### config.mk
export PLATFORM = sky130hd
export DESIGN_NAME = random_looping_shift_sequencer_unit_flat
export DESIGN_NICKNAME = d
export VERILOG_FILES = /design/src/hdl/rlss_pkg.sv /design/src/hdl/rlss_if.sv /design/src/hdl/random_looping_shift_sequencer_unit.sv /design/src/flat_wrapper.sv
export SDC_FILE = /design/constraint.sdc
export NUM_CORES = 1
export LEC_CHECK = 0
export BUFFER_PORTS_ARGS = -buffer_cell sky130_fd_sc_hd__buf_2
export CELL_PAD_IN_SITES_DETAIL_PLACEMENT = 1
export CELL_PAD_IN_SITES_GLOBAL_PLACEMENT = 1
export CORE_AREA = 4 4 251 253
export CTS_CLUSTER_DIAMETER = 200
export DETAILED_ROUTE_END_ITERATION = 8
export DIE_AREA = 0 0 255 257
export PLACE_DENSITY = 0.72
export SLEW_MARGIN = 0
export SYNTH_ARGS = -nofsm -noshare
export SYNTH_HDL_FRONTEND = slang
export SYNTH_SLANG_ARGS = --single-unit
### constraint.sdc
create_clock -name clk -period 18.3 [get_ports clk]
set_input_delay 1.83 -clock clk [delete_from_list [all_inputs] [get_ports clk]]
set_output_delay 1.83 -clock clk [all_outputs]
set_load 0.02 [all_outputs]
### src/hdl/rlss_pkg.sv
// rlss_pkg: shared types and constants for the random looping shift sequencer
// no dependencies; used by the channel interfaces and the top level

package rlss_pkg;

  // configuration register indexes
  localparam int CFG_IDX_W = 3;
  typedef enum logic [CFG_IDX_W-1:0] {
    CFG_LOOP_LENGTH    = 3'd0,
    CFG_FLIP_THRESHOLD = 3'd1,
    CFG_OUTPUT_LEVEL   = 3'd2,
    CFG_RANDOM_SEED    = 3'd3
  } cfg_idx_t;
  localparam int CFG_DATA_W = 32;

  // field widths
  localparam int LEN_W    = 5;
  localparam int LEVEL_W  = 16;
  localparam int NOISE_W  = 32;
  localparam int SCALE_W  = 12;
  localparam int PATOUT_W = 16;
  localparam int QUOT_W   = 16;

  // register reset values
  localparam logic [LEN_W-1:0]   LEN_RESET   = 5'd16;
  localparam logic [NOISE_W-1:0] FLIP_RESET  = 32'd0;
  localparam logic [LEVEL_W-1:0] LEVEL_RESET = 16'd16384;
  localparam logic [NOISE_W-1:0] SEED_RESET  = 32'd1;

  // xorshift32 shift amounts
  localparam int XS_A = 13;
  localparam int XS_B = 17;
  localparam int XS_C = 5;

  // sequencer states
  typedef enum logic [3:0] {
    ST_IDLE = 4'b0001,
    ST_MUL  = 4'b0010,
    ST_DIV  = 4'b0100,
    ST_DONE = 4'b1000
  } state_t;

  // one xorshift32 step
  function automatic logic [NOISE_W-1:0] xorshift(input logic [NOISE_W-1:0] x);
    logic [NOISE_W-1:0] y;
    y = x ^ (x << XS_A);
    y = y ^ (y >> XS_B);
    y = y ^ (y << XS_C);
    return y;
  endfunction

endpackage

### src/hdl/rlss_if.sv
// rlss channel interfaces: tick input, result output and config write
// depends on rlss_pkg

interface rlss_in_if;
  logic valid;
  logic ready;
  logic clock_level;
  logic reset_level;
  modport source (output valid, output clock_level, output reset_level, input ready);
  modport sink (input valid, input clock_level, input reset_level, output ready);
endinterface

interface rlss_out_if;
  import rlss_pkg::*;
  logic                       valid;
  logic                       ready;
  logic signed [LEVEL_W-1:0]  bipolar_value;
  logic        [SCALE_W-1:0]  scale_bits;
  logic signed [LEVEL_W-1:0]  gate_value;
  logic        [PATOUT_W-1:0] pattern_bits;
  modport source (output valid, output bipolar_value, output scale_bits,
                  output gate_value, output pattern_bits, input ready);
  modport sink (input valid, input bipolar_value, input scale_bits,
                input gate_value, input pattern_bits, output ready);
endinterface

interface rlss_cfg_if;
  import rlss_pkg::*;
  logic                  valid;
  logic                  ready;
  logic [CFG_IDX_W-1:0]  index;
  logic [CFG_DATA_W-1:0] data;
  modport source (output valid, output index, output data, input ready);
  modport sink (input valid, input index, input data, output ready);
endinterface

### src/hdl/random_looping_shift_sequencer_unit.sv
// random_looping_shift_sequencer_unit: looping shift register with random flips
// depends on rlss_pkg and the channel interfaces in rlss_if.sv
// an accepted tick word passes the multiply state, then the restoring divide state for
// each quotient bit, then the done state, which loads the result word when the receiver
// can take it; no new tick word is accepted until the unit returns to idle
// reset: synchronous rst clears pattern and edge state, loads register defaults
// and seeds the generator with one; config writes are taken every cycle

module random_looping_shift_sequencer_unit #(
  parameter int MAX_STEPS = 16
) (
  input logic        clk,
  input logic        rst,
  rlss_in_if.sink    samples,
  rlss_out_if.source results,
  rlss_cfg_if.sink   cfg
);
  import rlss_pkg::*;

  localparam int NB = $clog2(MAX_STEPS + 1);
  localparam int IW = $clog2(MAX_STEPS);
  localparam int NW = MAX_STEPS + 2;
  localparam int PW = LEVEL_W + MAX_STEPS;
  localparam int CW = $clog2(QUOT_W);

  // config registers
  logic        [LEN_W-1:0]   loop_length;
  logic        [NOISE_W-1:0] flip_threshold;
  logic signed [LEVEL_W-1:0] output_level;

  // sequencer state
  state_t                 state;
  logic [MAX_STEPS-1:0]   pattern;
  logic [NOISE_W-1:0]     noise;
  logic                   clock_prev;
  logic                   reset_prev;
  logic [PW-1:0]          rem;
  logic [PW-1:0]          dsr;
  logic [QUOT_W-1:0]      quot;
  logic [CW-1:0]          step;
  logic                   neg;
  logic                   out_valid;

  // loop length clamp and mask
  logic [NB-1:0]        steps;
  logic [MAX_STEPS-1:0] mask;
  always_comb begin
    if (loop_length == '0) begin
      steps = NB'(1);
    end else if (32'(loop_length) > MAX_STEPS) begin
      steps = NB'(MAX_STEPS);
    end else begin
      steps = NB'(loop_length);
    end
    mask = {MAX_STEPS{1'b1}} >> (NB'(MAX_STEPS) - steps);
  end

  // tick handling: reset edge, then clock edge shift
  logic                 accept;
  logic [MAX_STEPS-1:0] pat_cleared;
  logic [MAX_STEPS-1:0] pattern_next;
  logic [NOISE_W-1:0]   noise_word;
  logic                 top_bit;
  logic                 new_bit;
  logic                 clk_edge;
  assign accept     = samples.valid && samples.ready;
  assign noise_word = xorshift(noise);
  assign clk_edge   = samples.clock_level && !clock_prev;
  always_comb begin
    pat_cleared  = (samples.reset_level && !reset_prev) ? '0 : pattern;
    top_bit      = pat_cleared[IW'(steps - NB'(1))];
    new_bit      = (noise_word < flip_threshold) ? !top_bit : top_bit;
    pattern_next = clk_edge ? (((pat_cleared << 1) | MAX_STEPS'(new_bit)) & mask)
                            : pat_cleared;
  end

  // numerator 2*pattern - mask, clamped to mask, split into sign and magnitude
  logic signed [NW-1:0]  num_raw;
  logic signed [NW-1:0]  num_c;
  logic [MAX_STEPS-1:0]  num_mag;
  logic [LEVEL_W-1:0]    lev_mag;
  logic [PW-1:0]         prod;
  always_comb begin
    num_raw = $signed({1'b0, pattern, 1'b0}) - $signed({2'b00, mask});
    num_c   = (num_raw > $signed({2'b00, mask})) ? $signed({2'b00, mask}) : num_raw;
    num_mag = num_c[NW-1] ? MAX_STEPS'(-num_c) : MAX_STEPS'(num_c);
    lev_mag = output_level[LEVEL_W-1] ? LEVEL_W'(-output_level)
                                      : LEVEL_W'(output_level);
    prod    = PW'(lev_mag * num_mag);
  end

  // result word assembly
  logic signed [LEVEL_W-1:0] bip;
  logic        [PATOUT_W-1:0] pat16;
  always_comb begin
    if (neg) begin
      bip = $signed(LEVEL_W'(-quot));
    end else if (quot[QUOT_W-1]) begin
      bip = LEVEL_W'(16'sd32767);
    end else begin
      bip = $signed(quot);
    end
    pat16 = PATOUT_W'(pattern);
  end

  assign samples.ready = (state == ST_IDLE);
  assign cfg.ready     = 1'b1;
  assign results.valid = out_valid;

  // config writes and generator state
  always_ff @(posedge clk) begin
    if (rst) begin
      loop_length    <= LEN_RESET;
      flip_threshold <= FLIP_RESET;
      output_level   <= LEVEL_RESET;
      noise          <= SEED_RESET;
      pattern        <= '0;
      clock_prev     <= 1'b0;
      reset_prev     <= 1'b0;
    end else begin
      if (cfg.valid) begin
        case (cfg.index)
          CFG_LOOP_LENGTH:    loop_length    <= cfg.data[LEN_W-1:0];
          CFG_FLIP_THRESHOLD: flip_threshold <= cfg.data;
          CFG_OUTPUT_LEVEL:   output_level   <= cfg.data[LEVEL_W-1:0];
          CFG_RANDOM_SEED:    noise <= (cfg.data == '0) ? SEED_RESET : cfg.data;
          default: ;
        endcase
      end
      if (accept) begin
        pattern    <= pattern_next;
        clock_prev <= samples.clock_level;
        reset_prev <= samples.reset_level;
        if (clk_edge) begin
          noise <= noise_word;
        end
      end
    end
  end

  // sequencer: multiply, then shared compare-subtract divide by mask
  always_ff @(posedge clk) begin
    if (rst) begin
      state     <= ST_IDLE;
      out_valid <= 1'b0;
      step      <= '0;
    end else begin
      // the done state reloads the word itself when the receiver takes it
      if (results.ready && state != ST_DONE) begin
        out_valid <= 1'b0;
      end
      case (state)
        ST_IDLE: begin
          if (accept) begin
            state <= ST_MUL;
          end
        end
        ST_MUL: begin
          rem   <= prod;
          dsr   <= PW'(mask) << (QUOT_W - 1);
          neg   <= output_level[LEVEL_W-1] ^ num_c[NW-1];
          quot  <= '0;
          step  <= '0;
          state <= ST_DIV;
        end
        ST_DIV: begin
          if (rem >= dsr) begin
            rem  <= rem - dsr;
            quot <= {quot[QUOT_W-2:0], 1'b1};
          end else begin
            quot <= {quot[QUOT_W-2:0], 1'b0};
          end
          dsr  <= dsr >> 1;
          step <= step + CW'(1);
          if (step == CW'(QUOT_W - 1)) begin
            state <= ST_DONE;
          end
        end
        ST_DONE: begin
          if (!out_valid || results.ready) begin
            results.bipolar_value <= bip;
            results.scale_bits    <= pat16[SCALE_W-1:0];
            results.gate_value    <= pattern[0] ? output_level : '0;
            results.pattern_bits  <= pat16;
            out_valid             <= 1'b1;
            state                 <= ST_IDLE;
          end
        end
        default: state <= ST_IDLE;
      endcase
    end
  end

  // checks
  a_accept_starts: assert property (@(posedge clk) disable iff (rst)
    accept |=> state == ST_MUL)
    else $error("accepted word did not start the multiply");

  a_load_from_done: assert property (@(posedge clk) disable iff (rst)
    $rose(out_valid) |-> $past(state == ST_DONE))
    else $error("result word loaded outside the done state");

  a_quot_bound: assert property (@(posedge clk) disable iff (rst)
    state == ST_DONE |-> quot <= 16'd32768)
    else $error("quotient exceeds level magnitude");

  a_busy_not_ready: assert property (@(posedge clk) disable iff (rst)
    (state == ST_DIV) |-> !samples.ready)
    else $error("input ready while dividing");

endmodule
### src/flat_wrapper.sv
// flat-port wrapper written by rule: the top's interface ports become plain ports
module random_looping_shift_sequencer_unit_flat import rlss_pkg::*;
#(
  parameter int MAX_STEPS = 16
)
  (clk, rst, samples_valid, samples_clock_level, samples_reset_level, samples_ready, results_valid, results_bipolar_value, results_scale_bits, results_gate_value, results_pattern_bits, results_ready, cfg_valid, cfg_index, cfg_data, cfg_ready);
  rlss_in_if samples_i ();
  rlss_out_if results_i ();
  rlss_cfg_if cfg_i ();
  input logic clk;
  input logic rst;
  input wire logic [$bits(samples_i.valid)-1:0] samples_valid;
  input wire logic [$bits(samples_i.clock_level)-1:0] samples_clock_level;
  input wire logic [$bits(samples_i.reset_level)-1:0] samples_reset_level;
  output wire logic [$bits(samples_i.ready)-1:0] samples_ready;
  output wire logic [$bits(results_i.valid)-1:0] results_valid;
  output wire logic [$bits(results_i.bipolar_value)-1:0] results_bipolar_value;
  output wire logic [$bits(results_i.scale_bits)-1:0] results_scale_bits;
  output wire logic [$bits(results_i.gate_value)-1:0] results_gate_value;
  output wire logic [$bits(results_i.pattern_bits)-1:0] results_pattern_bits;
  input wire logic [$bits(results_i.ready)-1:0] results_ready;
  input wire logic [$bits(cfg_i.valid)-1:0] cfg_valid;
  input wire logic [$bits(cfg_i.index)-1:0] cfg_index;
  input wire logic [$bits(cfg_i.data)-1:0] cfg_data;
  output wire logic [$bits(cfg_i.ready)-1:0] cfg_ready;
  assign samples_i.valid = samples_valid;
  assign samples_i.clock_level = samples_clock_level;
  assign samples_i.reset_level = samples_reset_level;
  assign samples_ready = samples_i.ready;
  assign results_valid = results_i.valid;
  assign results_bipolar_value = results_i.bipolar_value;
  assign results_scale_bits = results_i.scale_bits;
  assign results_gate_value = results_i.gate_value;
  assign results_pattern_bits = results_i.pattern_bits;
  assign results_i.ready = results_ready;
  assign cfg_i.valid = cfg_valid;
  assign cfg_i.index = cfg_index;
  assign cfg_i.data = cfg_data;
  assign cfg_ready = cfg_i.ready;
  random_looping_shift_sequencer_unit #(.MAX_STEPS(MAX_STEPS)) u_core (.clk(clk), .rst(rst), .samples(samples_i), .results(results_i), .cfg(cfg_i));
endmodule
==> results of run 1 <==
report_power, final:
group	switching (mW)	internal (mW)
registers	0.0197	0.602
logic	0.561	0.368
clock network	0.233	0.325
total	0.814	1.29
critical path, delay by kind of cell, from the launching register on:
family	cells	cell delay [ps]
AO/OA/AOI/OAI	16	4740
multiplexers	2	750
AND/OR/NAND/NOR	16	4150
buffers and inverters	6	850
adder cells (fa/ha/maj)	11	4990
flip-flops	1	460
XOR/XNOR	1	160
layer usage:
metal	vias up	share of wire
met3	106	0.045
met5	-	0
li1	9046	-
met1	9850	0.44
met4	0	0.024
met2	416	0.49
flip-flops by register name, indices dropped and copies added (netlist names), 4 cells and up:
register / flops
u_core.results.pattern_bits: 16
u_core.quot: 16
u_core.output_level: 16
u_core.state: 4
u_core.dsr: 31
u_core.noise: 32
u_core.results.bipolar_value: 16
u_core.step: 4
u_core.rem: 32
u_core.pat16: 16
u_core.flip_threshold: 32
u_core.results.gate_value: 16
u_core.loop_length: 5
cell type report:
| type | count | area share |
|---|---|---|
| multi-input cells | 1973 | 0.611 |
| flip-flops and latches | 240 | 0.237 |
| inverters | 336 | 0.0491 |
| well taps | 790 | 0.0385 |
| repair buffers | 135 | 0.0295 |
| clock buffers | 37 | 0.0286 |
| clock inverters | 15 | 0.00639 |
logic make-up (layout without fill, tap and decap cells):
family | Yosys count | count (layout)
AOI/OAI and AO/OA | 473 | 473
xor gates and xnor gates | 174 | 174
buffers and inverters | 446 | 523
adders and majority gates | 398 | 398
muxes | 31 | 31
DFF | 240 | 240
other | 1 | 1
and+or+nand+nor | 896 | 896
path summary, 6_finish.rpt:
kind | depth (start not counted) | startpoint | slack [ps] | endpoint
max | 52 | u_core.loop_length[2] | 1930 | u_core.rem[24]
min | 2 | u_core.flip_threshold[16] | 450 | u_core.flip_threshold[16]
max reg2reg | 52 | u_core.loop_length[2] | 1930 | u_core.rem[24]
min reg2reg | 2 | u_core.flip_threshold[16] | 450 | u_core.flip_threshold[16]
synth_stat cells (21+ instances only):
cell	count	area, sq um
inv_1	335	1260
nand2_1	311	1170
nor2_1	275	1030
ha_1	203	2540
fa_1	195	3900
a21oi_1	163	816
edfxtp_1	128	3840
dfxtp_1	112	2240
xnor2_1	108	946
clkbuf_1	80	300
o21ai_0	78	390
xor2_1	65	569
nor3_1	58	290
and2_1	50	313
a21o_1	39	293
nand2b_1	34	213
a221oi_1	30	263
nand3_1	22	110
and3_1	21	131
through the flow:
stage | setup slack, ps | power, mW
floorplan | 5060 | 1.28
global placement | 2620 | 1.51
detailed placement | 2050 | 1.55
CTS | 2000 | 2.12
global route | 812 | 2.27
finish | 1930 | 2.11
==> flow_metrics.tcl, run 1 <==
set metrics [dict create \
    outcome "finished clean" \
    post-route-period-util 0.895 \
    syn_inst 2659 \
    cp_max_fo 16 \
    cts.htree.levels 1 \
    drt_first_pass_iters 5 \
    die_x_um 255 \
    post_cts_buffers 0 \
    final_cell_mix "335 x inv_1, 310 x nand2_1, 274 x nor2_1" \
    core-area_sq_um 61000 \
    place_area_sq_um 24800 \
    final.min_clock_period_ps 16370 \
    synthMuxAreaShare 0.0164 \
    n_antenna_cell 0 \
    yosysWarnings 0 \
    synth_edf_count 128 \
    grt_use_met3 0.0309 \
    synth.avg_cell_area_sq_um 8.82 \
    leakage_nw 11.2 \
    io_pins 105 \
    num_rows 91 \
    cts-resized-gates 0 \
    ys_async_sr_fraction 0 \
    port_buffers 103 \
    routed_wirelength_um 73400 \
    drive_above_1_share 0.0841 \
    grt.overflow.total 0 \
    layout_commonest_cell "inv_1" \
    drcViolationCount 0 \
    die-area_sq_um 65500 \
    synth_seq_area_share 0.260 \
    wire_per_inst_um 20.8 \
    synth_fa_ha_area_frac 0.275 \
    clock.fmax_mhz 61.1 \
    use_met1 0.297 \
    rsz0062_at_grt "no" \
    drv_cap 0 \
    syn_to_final_growth_pct 9.46 \
    syn_area_sq_um 23400 \
    setup_tns_ps 0 \
    synth_simple_gate_area_frac 0.178 \
    finalWeightedCongestion 0.918 \
    viasPerCell 5.51 \
    slowest_delay_ps 690 \
    start_kind "flip-flop" \
    max_slew_margin 0.138 \
    crit_path_top_delay_cell "nor2_2" \
    power_density_nw_per_um2 82.1 \
    ant_nets 0 \
    seq_area_sq_um 6090 \
    nFillCells 7153 \
    vias 19418 \
    finalClockSkew_ps 33.7 \
    synth-main-ff-cell "edfxtp_1" \
    grt_pass1_wl_um 117000 \
    grt_usage 0.222 \
    peakVddDrop_mv 0.0700 \
    synth-xor-area-share 0.0653 \
    placedCellCount 3474 \
    antenna_found_initial 2 \
    holdWs_ps 454 \
    cp-end-kind "flip-flop" \
    grt_pass1_vias 21239 \
    cpMostUsedCell "fa_1" \
    nets 3154 \
    min-delay-path-class "flip-flop to flip-flop" \
    synth_nets 3099 \
    initial_core_util 0.384 \
    setup-violations-final 0 \
    grt_max_degree 96 \
    root_buffer "clkbuf_16" \
    timing.final.hold_violations 0 \
    final_util 0.421 \
    final_cells 3526 \
    synth_compound_area_frac 0.132 \
    synth_top_family_by_area "adder cells" \
    cts_max_path_buffers 3 \
    grt_use_met2 0.383 \
    top_usage_layer "met2" \
    clock_latency_ps 580 \
    cts_hold_buf 0 \
    die_h_um 257 \
    ys_ff_latch 240 \
    cts_tree "done" \
    drv_slew 0 \
    critical_path_class "flip-flop to flip-flop" \
    final_design_area_no_fill_sq_um 25700 \
    cts_sinks 240 \
    worst_pin_slew_ps 1290 \
    dp_hpwl_um 57300 \
    critPathRequiredTime_ps 18610 \
    synth_cell_type_count 85 \
    clk_pin_slew_ps 60 \
    cts_buffers 28 \
    dr.first_iter.drc_count 1083 \
    cp.arrival_ps 16680 \
    multi_input_area_sq_um 15700 \
]
Note: power is estimated with default switching activity, not from simulation.
==> run 2: changes to the inputs <==
Settings changed: BUFFER_PORTS_ARGS -buffer_cell sky130_fd_sc_hd__buf_2 to -buffer_cell sky130_fd_sc_hd__buf_4, PLACE_DENSITY 0.72 to 0.74.
Clock period 18.3 ns to 13.4 ns, I/O delays scaled along.
==> run 2 against run 1 <==
Effect of this change: die area unchanged; first-iteration DRC count shrank 7.2%; clock power up 49%; final cell count rose by 1.5%; largest cell class unchanged; critical endpoint unchanged; via count up 1.3%; largest power group unchanged; fmax is 28% higher; non-clock buffer count increased by 51; sequential power up 36%.
==> flow_metrics.tcl, run 2 (synthesized netlist as in run 1, its figures left out) <==
set metrics [dict create \
    outcome "finished clean" \
    syn_to_final_growth_pct 13.5 \
    finalClockSkew_ps 15.6 \
    grt_pass1_vias 21348 \
    n_antenna_cell 0 \
    io_pins 105 \
    leakage_nw 11.6 \
    grt_pass1_wl_um 119000 \
    critPathRequiredTime_ps 13660 \
    slowest_delay_ps 550 \
    routed_wirelength_um 74300 \
    drv_slew 0 \
    layout_commonest_cell "inv_1" \
    clock.fmax_mhz 78.2 \
    p_sw_mw 1.14 \
    cpMostUsedCell "fa_1" \
    cp.arrival_ps 13050 \
    initial_core_util 0.384 \
    drive_above_1_share 0.115 \
    cts.htree.levels 1 \
    grt_usage 0.224 \
    drcViolationCount 0 \
    grt.overflow.total 0 \
    r2r-start "u_core.loop_length[2]" \
    die_x_um 255 \
    peakVddDrop_mv 0.0921 \
    cts_max_path_buffers 3 \
    start_kind "flip-flop" \
    cts_tree "done" \
    place_area_sq_um 25300 \
    cp-end-kind "flip-flop" \
    root_buffer "clkbuf_16" \
    p_clk_frac 0.278 \
    post-route-period-util 0.955 \
    setup-violations-final 0 \
    critical_path_class "flip-flop to flip-flop" \
    dp_hpwl_um 57700 \
    wire_per_inst_um 20.8 \
    min-delay-path-class "flip-flop to flip-flop" \
    final_cell_mix "335 x inv_1, 310 x nand2_1, 270 x nor2_1" \
    holdPathStages 2 \
    cts_buffers 29 \
    holdPathEnd "u_core.flip_threshold[25]" \
    grt_max_degree 96 \
    final.min_clock_period_ps 12790 \
    drt_first_pass_iters 5 \
    max_slew_margin 0.173 \
    num_rows 91 \
    final_design_area_no_fill_sq_um 26600 \
    die-area_sq_um 65500 \
    switching_share 0.379 \
    worst_pin_slew_ps 1240 \
    antenna_found_initial 0 \
    power_frac_comb 0.439 \
    timing.final.hold_violations 0 \
    drv_cap 0 \
    cts_hold_buf 0 \
    power_density_nw_per_um2 112 \
    vias 19673 \
    cts_sinks 240 \
    port_buffers 103 \
    p_seq_frac 0.283 \
    clock_latency_ps 560 \
    die_h_um 257 \
    finalWeightedCongestion 0.917 \
    p_int_mw 1.86 \
    rr_worst_depth 48 \
    cp_max_fo 7 \
    ff2ff_setup_slack_ps 610 \
    holdWs_ps 458 \
    clk_pin_slew_ps 60 \
    timing.rr.end "u_core.rem[24]" \
    top_regs "u_core.flip_threshold (32), u_core.noise (32), u_core.rem (32)" \
    crit_path_top_delay_cell "fa_1" \
    hold_path.startpoint "u_core.flip_threshold[25]" \
    viasPerCell 5.50 \
    core-area_sq_um 61000 \
    nets 3206 \
    dr.first_iter.drc_count 1005 \
    ant_nets 0 \
    power_mw 2.99 \
]
-- run 2: layout make-up --
cell class | instances | area, sq um
Clock buffer | 38 | 852
Clock inverter | 15 | 170
Fill cell | 7072 | 34400
Inverter | 336 | 1260
Multi-Input combinational cell | 1973 | 15800
Sequential cell | 240 | 6090
Tap cell | 790 | 988
Timing Repair Buffer | 186 | 1400
-- run 2: per-stage QoR --
| step | instances | worst slack [ps] | TNS (ps) | utilization |
|---|---|---|---|---|
| after detailed placement | 3515 | -232 | -569 | 0.415 |
| final | 3578 | 609 | 0 | 0.436 |
| after CTS | 3569 | 59.1 | 0 | 0.432 |
| after floorplan | 2659 | 164 | 0 | - |
| after global placement | 3515 | 115 | 0 | 0.415 |
| after global routing | 3578 | -118 | -343 | 0.436 |
-- run 2: worst max-delay path, delay by kind of cell, from the launching register on --
family          cells  cell delay, ps
xor+xnor            2             540
fa+ha+maj          11            4490
compound gates     17            3580
mux                 2             490
simple gates       11            2540
buf+inv             5             470
flops               1             370
-- run 2: routing by layer --
layer	vias up	part of all wire	track usage
met5	-	0	0
met4	0	0.024	0.0461
met3	102	0.040	0.0275
met2	423	0.48	0.384
met1	9982	0.46	0.307
li1	9166	-	-
-- run 2: timing repair --
item	CTS	global route
setup buffers	1	9
setup endpoints to repair	9	17
gates cloned	0	0
pin swaps	0	13
gates resized for setup	5	37
-- run 2: power groups by stage --
stage / clock, mW / sequential (mW) / combinational [mW]
2_1_floorplan: 0 / 0.853 / 0.897
3_3_place_gp: 0 / 0.861 / 1.22
3_5_place_dp: 0 / 0.863 / 1.26
4_1_cts: 0.852 / 0.847 / 1.28
5_1_grt: 0.881 / 0.850 / 1.47
6_report: 0.833 / 0.847 / 1.31
-- run 2: worst max path at each step --
stage | to | start | cells after the start
after floorplan | u_core.rem[24] | u_core.loop_length[2] | 55
after global placement | u_core.rem[24] | u_core.loop_length[2] | 53
after detailed placement | u_core.rem[24] | u_core.loop_length[2] | 50
after CTS | u_core.rem[24] | u_core.loop_length[2] | 53
after global routing | u_core.rem[23] | u_core.loop_length[2] | 55
final | u_core.rem[24] | u_core.loop_length[2] | 48
